==> config.mk <==
export PLATFORM = sky130hd
export DESIGN_NAME = rsbk_cell
export DESIGN_NICKNAME = d
export VERILOG_FILES = /design/src/sv/rsbk_pkg.sv /design/src/sv/rsbk_cell.sv
export SDC_FILE = /design/constraint.sdc
export NUM_CORES = 1
export LEC_CHECK = 0
export BUFFER_PORTS_ARGS = -buffer_cell sky130_fd_sc_hd__buf_2
export CORE_ASPECT_RATIO = 0.6
export CORE_MARGIN = 3
export CORE_UTILIZATION = 40
export DETAILED_ROUTE_END_ITERATION = 8
export GPL_TIMING_DRIVEN = 0
export HOLD_SLACK_MARGIN = 0.06
export PLACE_DENSITY_LB_ADDON = 0.15
export SKIP_CTS_REPAIR_TIMING = 1
export SYNTH_ARGS = -nofsm -noshare
export SYNTH_HDL_FRONTEND = slang
export SYNTH_SLANG_ARGS = --single-unit
==> constraint.sdc <==
create_clock -name clock -period 5 [get_ports clock]
set_input_delay 1 -clock clock [delete_from_list [all_inputs] [get_ports clock]]
set_output_delay 1 -clock clock [all_outputs]
set_load 0.1 [all_outputs]
==> src/sv/rsbk_pkg.sv <==
// shared types and constants for the record sorter
`timescale 1ns / 1ps

package rsbk_pkg;

   // default sizing
   localparam int MAX_RECORDS_DEF = 64;
   localparam int TAG_BITS_DEF    = 16;

   // fixed field widths on the ports
   localparam int KEY_BITS       = 32;
   localparam int FIELD_TAG_BITS = 16;
   localparam int DATA_BITS      = 48;

   // sequencer states
   typedef enum logic {
      ST_LOAD,
      ST_EMIT
   } sort_state_type;

   // command broadcast to every cell
   typedef struct packed {
      logic insert;
      logic shift_out;
   } cell_cmd_type;

endpackage

==> src/sv/rsbk_cell.sv <==
// one insertion cell of the sorting chain
`timescale 1ns / 1ps

module rsbk_cell #(
   parameter int TAG_BITS = rsbk_pkg::TAG_BITS_DEF
) (
   input  logic                                clock,
   input  logic                                reset,
   input  rsbk_pkg::cell_cmd_type              cmd,
   input  logic [rsbk_pkg::KEY_BITS-1:0]       new_key,
   input  logic [TAG_BITS-1:0]                 new_tag,
   input  logic                                prev_valid,
   input  logic [rsbk_pkg::KEY_BITS-1:0]       prev_key,
   input  logic [TAG_BITS-1:0]                 prev_tag,
   input  logic                                prev_keeps,
   input  logic                                next_valid,
   input  logic [rsbk_pkg::KEY_BITS-1:0]       next_key,
   input  logic [TAG_BITS-1:0]                 next_tag,
   output logic                                valid,
   output logic [rsbk_pkg::KEY_BITS-1:0]       key,
   output logic [TAG_BITS-1:0]                 tag,
   output logic                                keeps
);
   import rsbk_pkg::*;

   logic                valid_ff, valid_in;
   logic [KEY_BITS-1:0] key_ff, key_in;
   logic [TAG_BITS-1:0] tag_ff, tag_in;

   // equal keys stay ahead of the new record, which keeps the sort stable
   assign keeps = valid_ff && (key_ff <= new_key);

   // hold, take the new record, take from the left, or take from the right
   always_comb begin
      valid_in = valid_ff;
      key_in   = key_ff;
      tag_in   = tag_ff;
      if (cmd.insert) begin
         if (!keeps) begin
            if (prev_keeps) begin
               valid_in = 1'b1;
               key_in   = new_key;
               tag_in   = new_tag;
            end else begin
               valid_in = prev_valid;
               key_in   = prev_key;
               tag_in   = prev_tag;
            end
         end
      end else if (cmd.shift_out) begin
         valid_in = next_valid;
         key_in   = next_key;
         tag_in   = next_tag;
      end
   end

   // occupancy
   always_ff @(posedge clock) begin
      if (reset) begin
         valid_ff <= 1'b0;
      end else begin
         valid_ff <= valid_in;
      end
   end

   // record payload
   always_ff @(posedge clock) begin
      key_ff <= key_in;
      tag_ff <= tag_in;
   end

   assign valid = valid_ff;
   assign key   = key_ff;
   assign tag   = tag_ff;

endmodule

== After elaboration in Yosys (flattened, before gate mapping) ==
Cells that the tools add are included.
Operators by class
  muxes and demuxes: 12
  reductions and logical operators: 3
  eq/ne operators: 1
  magnitude comparators: 1
Operators by type and width (number)
  $mux 32: 4
  $mux 16: 4
  $le 32x32->1: 1
  $mux 1: 4
  $ne 2x2->1 const B: 1
  $reduce_and 2->1: 1
  $reduce_bool 2->1: 1
  $logic_and 1x1->1: 1
Word-level totals
  bits of input ports: 151
  register bits: 49
  word-level logic and storage cells: 20
  output and inout bits: 50

== Longest topological paths before layout ==
Gate-level depths: netlist of the first run.
  depth after elaboration: 4
  mapped depth: 8
  mapped depth without buffers: 8

== Least setup slack after synthesis of the first run ==
OpenSTA, ideal clock, no wires.
  path type: input port to flip-flop
  from: input port new_key[31] (netlist name)
  to: register key_ff[0] (netlist: key[0]), enable pin
  buffers on the path: 0
  library setup time: 470 ps
  stages: 8
  slack: -344 ps
  arrival: 4874 ps
  required time: 4530 ps
  cells stage by stage: inv_1 -> ha_1 -> nand4_1 -> nor4_1 -> nand2b_1 -> nand2_2 -> a22oi_2 -> a21oi_1
On the way
  longest elaborated chain between the ends: 4
RTL lines
  start, declared: RTL line rsbk_cell.sv:10  | input logic [rsbk_pkg::KEY_BITS-1:0] new_key,
  $le 32x32->1: RTL line rsbk_cell.sv:31  | assign keeps = valid_ff && (key_ff <= new_key);
  $logic_and 1x1->1: RTL line rsbk_cell.sv:31
  net keeps: RTL line rsbk_cell.sv:22  | output logic keeps
  $ne 2x2->1 (no line)
  $reduce_and 2->1 (no line)
  end signal, assigned: RTL line rsbk_cell.sv:68  | key_ff <= key_in;
  end, declared: RTL line rsbk_cell.sv:27  | logic [KEY_BITS-1:0] key_ff, key_in;
The timed path passes the listed nets, and every way through them passes these cells.
A chain may end at the register's enable or synchronous reset.

== Worst setup path after layout of the first run ==
  from: input port new_key[15] (netlist name)
  to: output port keeps
On the way
  longest elaborated chain between the ends: 2
RTL lines (RTL line)
  $le 32x32->1: rsbk_cell.sv:31
  $logic_and 1x1->1: rsbk_cell.sv:31
  end, declared: rsbk_cell.sv:22
No other way between the ends.

==> results of run 1 <==
[cell type report]
| cell class | instances | area (µm²) |
|---|---|---|
| Buffer | 17 | 70.1 |
| Clock buffer | 6 | 139 |
| Clock inverter | 2 | 37.5 |
| Fill cell | 744 | 3300 |
| Inverter | 33 | 124 |
| Multi-Input combinational cell | 232 | 1670 |
| Sequential cell | 49 | 1460 |
| Tap cell | 108 | 135 |
| Timing Repair Buffer | 199 | 1010 |
[flip-flops by register name, summed over array words and instances, names as in the netlist]
| register | count |
|---|---|
| valid | 1 |
| tag | 16 |
| key | 32 |
[cell usage after synthesis (3+ instances only)]
cell      count  area share [%]
nand2_1       5            0.57
nor2_1       51             5.8
nand4_1       7             1.3
clkbuf_1      9             1.0
a211oi_1      3            0.68
edfxtp_1     48              44
a21oi_1      60             9.1
a21o_1        5             1.1
ha_1         32              12
mux2i_1      48              15
buf_2         5            0.76
nand3_1       5            0.76
inv_1        33             3.7
buf_1         3            0.34
[power by group through the flow]
stage | sequential, µW | combinational [µW] | clock (µW)
6_report | 534 | 650 | 404
5_1_grt | 540 | 691 | 426
4_1_cts | 535 | 654 | 411
3_5_place_dp | 544 | 651 | 0
3_3_place_gp | 545 | 640 | 0
2_1_floorplan | 873 | 164 | 0
[worst max-delay path by stage]
stage	from	to	slack (ns)
6_report	new_key[15]	keeps	0.86
5_1_grt	new_key[15]	keeps	0.71
4_1_cts	new_key[15]	keeps	0.82
3_5_place_dp	new_key[15]	keeps	0.83
3_3_place_gp	new_key[31]	tag[12]	0.17
2_1_floorplan	key[5]	key[0]	0.66
[cell families after synthesis]
logic type / Yosys count / share of synthesized area, %
mux: 48 / 14.5
simple gates: 77 / 10.6
compound gates: 75 / 12.8
buf+inv: 50 / 5.85
flops: 49 / 44.1
fa+ha+maj: 32 / 12.1
[stage by stage]
stage	cells	total power, µW
global placement	637	1190
CTS	646	1600
global route	646	1660
floorplan	331	1040
finish	646	1590
detailed placement	638	1190
[cell usage in the layout, fill, tap and decap left out, drive strengths merged, types with 2 or more instances in the layout]
| cell type | n |
|---|---|
| nor2b | 2 |
| a21oi | 60 |
| ha | 32 |
| nand4 | 8 |
| inv | 33 |
| nand2 | 6 |
| edfxtp | 48 |
| a2111oi | 2 |
| nand3 | 5 |
| or4 | 2 |
| buf | 207 |
| nor2 | 51 |
| mux2i | 48 |
| a21o | 5 |
| a211oi | 3 |
| clkbuf | 15 |
| nor4 | 2 |
[per-layer routing]
metal | wire [µm] | part of all wire [%] | vias up
met5 | 0 | 0 | -
met4 | 78 | 0.80 | 0
met3 | 798 | 8.2 | 6
met2 | 4300 | 44 | 120
met1 | 4520 | 47 | 1372
li1 | - | - | 1607
[worst max-delay path, stage by stage]
cell and delay, ns:
buf_2 0.09, inv_1 0.04, ha_1 0.33, nand4_2 0.16, nor4_1 0.45, nand2b_1 0.18
nand2_2 0.06, a22oi_2 0.34, buf_2 0.50
==> flow_summary.ini, run 1 <==
[sta]
drv_slew = 0
period_minus_slack_ns = 4.14
worst_pin_slew_ns = 0.778
tns_ns = 0
max_slew_margin_pct = 48.0
clock_skew_ns = 0.00850
timing_hold_violations_final = 0
hold_ws_ns = 0.818
fin_crit_sh_pct = 82.9
rsz0062_at_grt = no
fmax_ghz = 0.241
layout_setup_ws_ns = 0.855
setup_viol = 0

[grt]
grt_start_max_net_pins = 29
grt_pass1_vias = 3116
grt_antenna_before_repair = 0
grt_pass1_wl_um = 14900
grt_remaining_overflow = 0
grtUsageTotal_pct = 20.2
met3_usage_pct = 4.82
gr-usage-met2_pct = 32.3
top_usage_layer = met2
grtUsageMet1_pct = 28.1

[floorplanning]
rows = 25
die_area_mm2 = 0.00945
ios = 201
die_h_um = 76.5
coreArea_mm2 = 0.00795
initial_core_util_pct = 41.7
die_w_um = 123

[detailed_routing]
post_drt_wl_per_cell_um = 15.0
first_pass_iters = 4
drcViolationCount = 0
initialDrtViolationCount = 125
wirelength_um = 9700
dr_total_vias = 3105
drtAntennaViolNets = 0
drt-vias-per-instance = 4.81

[finish]
final_util_pct = 58.5
num-nets-final = 720
synthToLayoutAreaGrowth_pct = 40.3
drive_above_1_share_pct = 40.5
num_antenna_cells = 0
finalInstanceArea_mm2 = 0.00465

[synth]
synth_edf_count = 48
ys_ff_latch = 49
async_reset_ff_share_pct = 0
netlist_area_mm2 = 0.00331
synthCells = 331
synth.distinct_cells = 29
ys_seq_area_share_pct = 44.1
yosysWarnings = 0
synth_flop_cell = edfxtp_1
syn_avg_cell_area_um2 = 10.0
syn_nets = 514

[clock_network]
cts_buffer_depth = 2
cts.sinks = 49
clk_pin_slew_ns = 0.07
htreeDepth = 2
clock_latency_ns = 0.29
root_buffer = clkbuf_16
cts_tree = done
cts_buffers = 5

[setup_path]
critPathKind = in -> out
critPathLaunchType = input pin
required_ns = 4.00
timing.rr.start = key[31]
ff2ff_path_depth = 8
crit_arrival_ns = 3.14
reg2reg_slack_ns = 2.04
end_kind = output port
reg2reg_to = key[11]
cp_max_fo = 4

[placement]
place_ws_ns = 0.831
dp_hpwl_um = 8070
routabilityCongestion = 0.879
io_buffers = 198
placed_cell_area_mm2 = 0.00447

[worst_hold_path]
hp-class = reg -> reg
hold_end = valid
hold_depth = 3
min-delay-start = valid

[job]
maxCapViolCount = 0

[power]
pwr-share-clk_pct = 25.4
power_leakage_uw = 0.00236
power_density_mw_per_mm2 = 342
p_sw_share_pct = 42.3
power_frac_seq_pct = 33.6
p_int_uw = 916
ir_drop_uv = 184
power.share.combinational_pct = 40.9
p_sw_uw = 671

[outcome]
status = finished clean
Power figures use the tool's default switching activity.
==> run 2, diff against run 1 <==
clock period = 3.65 ns   (was 5 ns; I/O delays follow)
==> run 2 against run 1 <==
Wire length is 0.65% higher. Cell count stayed put. Setup slack got worse by 0.73 ns. Clock skew decreased by 0.0019 ns. Global-route usage up 0.20 points. Non-clock buffer count unchanged. Critical endpoint unchanged. Highest routed layer unchanged.
==> flow_summary.ini, run 2 (synthesis results as in run 1) <==
[sta]
fin_crit_sh_pct = 96.5
max_slew_margin_pct = 41.1
timing_hold_violations_final = 0
fmax_ghz = 0.284
layout_setup_ws_ns = 0.128
tns_ns = 0
hold_ws_ns = 0.692
drv_slew = 0
rsz0062_at_grt = no
period_minus_slack_ns = 3.52
setup_viol = 0
clock_skew_ns = 0.00659
worst_pin_slew_ns = 0.882

[floorplanning]
die_w_um = 123
die_area_mm2 = 0.00945
coreArea_mm2 = 0.00795
rows = 25
ios = 201
die_h_um = 76.5
initial_core_util_pct = 41.7

[clock_network]
cts.sinks = 49
clk_pin_slew_ns = 0.06
cts_buffer_depth = 2
root_buffer = clkbuf_16
clock_latency_ns = 0.29
cts_buffers = 5
htreeDepth = 2
cts_tree = done

[power]
ir_drop_uv = 186
power_density_mw_per_mm2 = 450
power_leakage_uw = 0.00234

[detailed_routing]
drtAntennaViolNets = 0
dr_total_vias = 3163
drt-vias-per-instance = 4.90
initialDrtViolationCount = 108
first_pass_iters = 4
wirelength_um = 9760
post_drt_wl_per_cell_um = 15.1
drcViolationCount = 0

[finish]
mostFrequentLayoutCells = buf_2, a21oi_1, nor2_1
ff_latch_area_mm2 = 0.00146
multi_input_area_mm2 = 0.00167
num_antenna_cells = 0
synthToLayoutAreaGrowth_pct = 39.1
drive_above_1_share_pct = 40.0
num-nets-final = 720
fin_cells = 646
fill_cells = 739
layout_commonest_cell = buf_2
finalInstanceArea_mm2 = 0.00461
largest_reg_flops = 32

[setup_path]
endpoint = keeps
critPathLaunchType = input pin
reg2reg_slack_ns = 0.65
required_ns = 2.92
critPathKind = in -> out
end_kind = output port
timing.rr.start = key[31]
ff2ff_path_depth = 8
crit_arrival_ns = 2.79
cp_max_fo = 3
reg2reg_to = key[0]
critPathLaunch = new_key[5]

[grt]
grt_remaining_overflow = 0
grt_start_max_net_pins = 26
grtUsageTotal_pct = 20.4
grt_antenna_before_repair = 0
grt_pass1_vias = 3118
grt_pass1_wl_um = 15200

[placement]
routabilityCongestion = 0.849
dp_cells = 638
dp_hpwl_um = 8020
place_ws_ns = 0.0308
placed_cell_area_mm2 = 0.00447
io_buffers = 198

[worst_hold_path]
hp-class = in -> reg

[outcome]
status = finished clean

[job]
maxCapViolCount = 0
==> run 2: changes by cell type in the layout (fill, tap and decap cells not counted) <==
cell	previous run	this run
buf_2	203	202
bufinv_16	1	0
clkbuf_1	9	12
clkbuf_4	0	1
clkbuf_8	1	0
clkinvlp_4	1	0
==> run 2: area by class of cell <==
class / count / area share, %
Multi-Input combinational cell: 232 / 36.2
Sequential cell: 49 / 31.7
Timing Repair Buffer: 199 / 22.0
Clock buffer: 8 / 2.96
Tap cell: 108 / 2.93
Inverter: 33 / 2.69
Buffer: 17 / 1.52
==> run 2: how the worst min path moves through the flow <==
stage | startpoint | end | slack (ns) | cells after the start
2_1_floorplan | reset | valid | 0.89 | 2
6_report | reset | valid | 0.69 | 3
5_1_grt | reset | valid | 0.69 | 3
3_5_place_dp | valid | valid | 0.79 | 3
3_3_place_gp | valid | valid | 0.80 | 3
4_1_cts | reset | valid | 0.69 | 3
==> run 2: worst max-delay path, stage by stage <==
cell,delay [ns]
buf_2,0.09
inv_1,0.04
ha_1,0.31
a21o_1,0.19
nand3_1,0.08
a211oi_1,0.07
or4_1,0.54
a22oi_2,0.34
clkbuf_4,0.41
==> run 2: power breakdown <==
group | internal [µW] | switching, µW
clock | 255 | 194
sequential | 702 | 29.7
combinational | 211 | 680
total | 1170 | 904
==> run 2: metal layers <==
layer / GRT usage [%] / part of all wire [%]
met5: 0 / 0
met1: 27.6 / 45
met2: 33.4 / 46
met3: 5.19 / 7.8
met4: 3.31 / 0.52
==> run 2: through the flow <==
| stage | util [%] | power, µW |
|---|---|---|
| after floorplan | - | 1420 |
| after global placement | 56.0 | 1620 |
| after detailed placement | 56.3 | 1640 |
| after CTS | 58.0 | 2090 |
| after global routing | 58.0 | 2180 |
| final | 58.0 | 2070 |
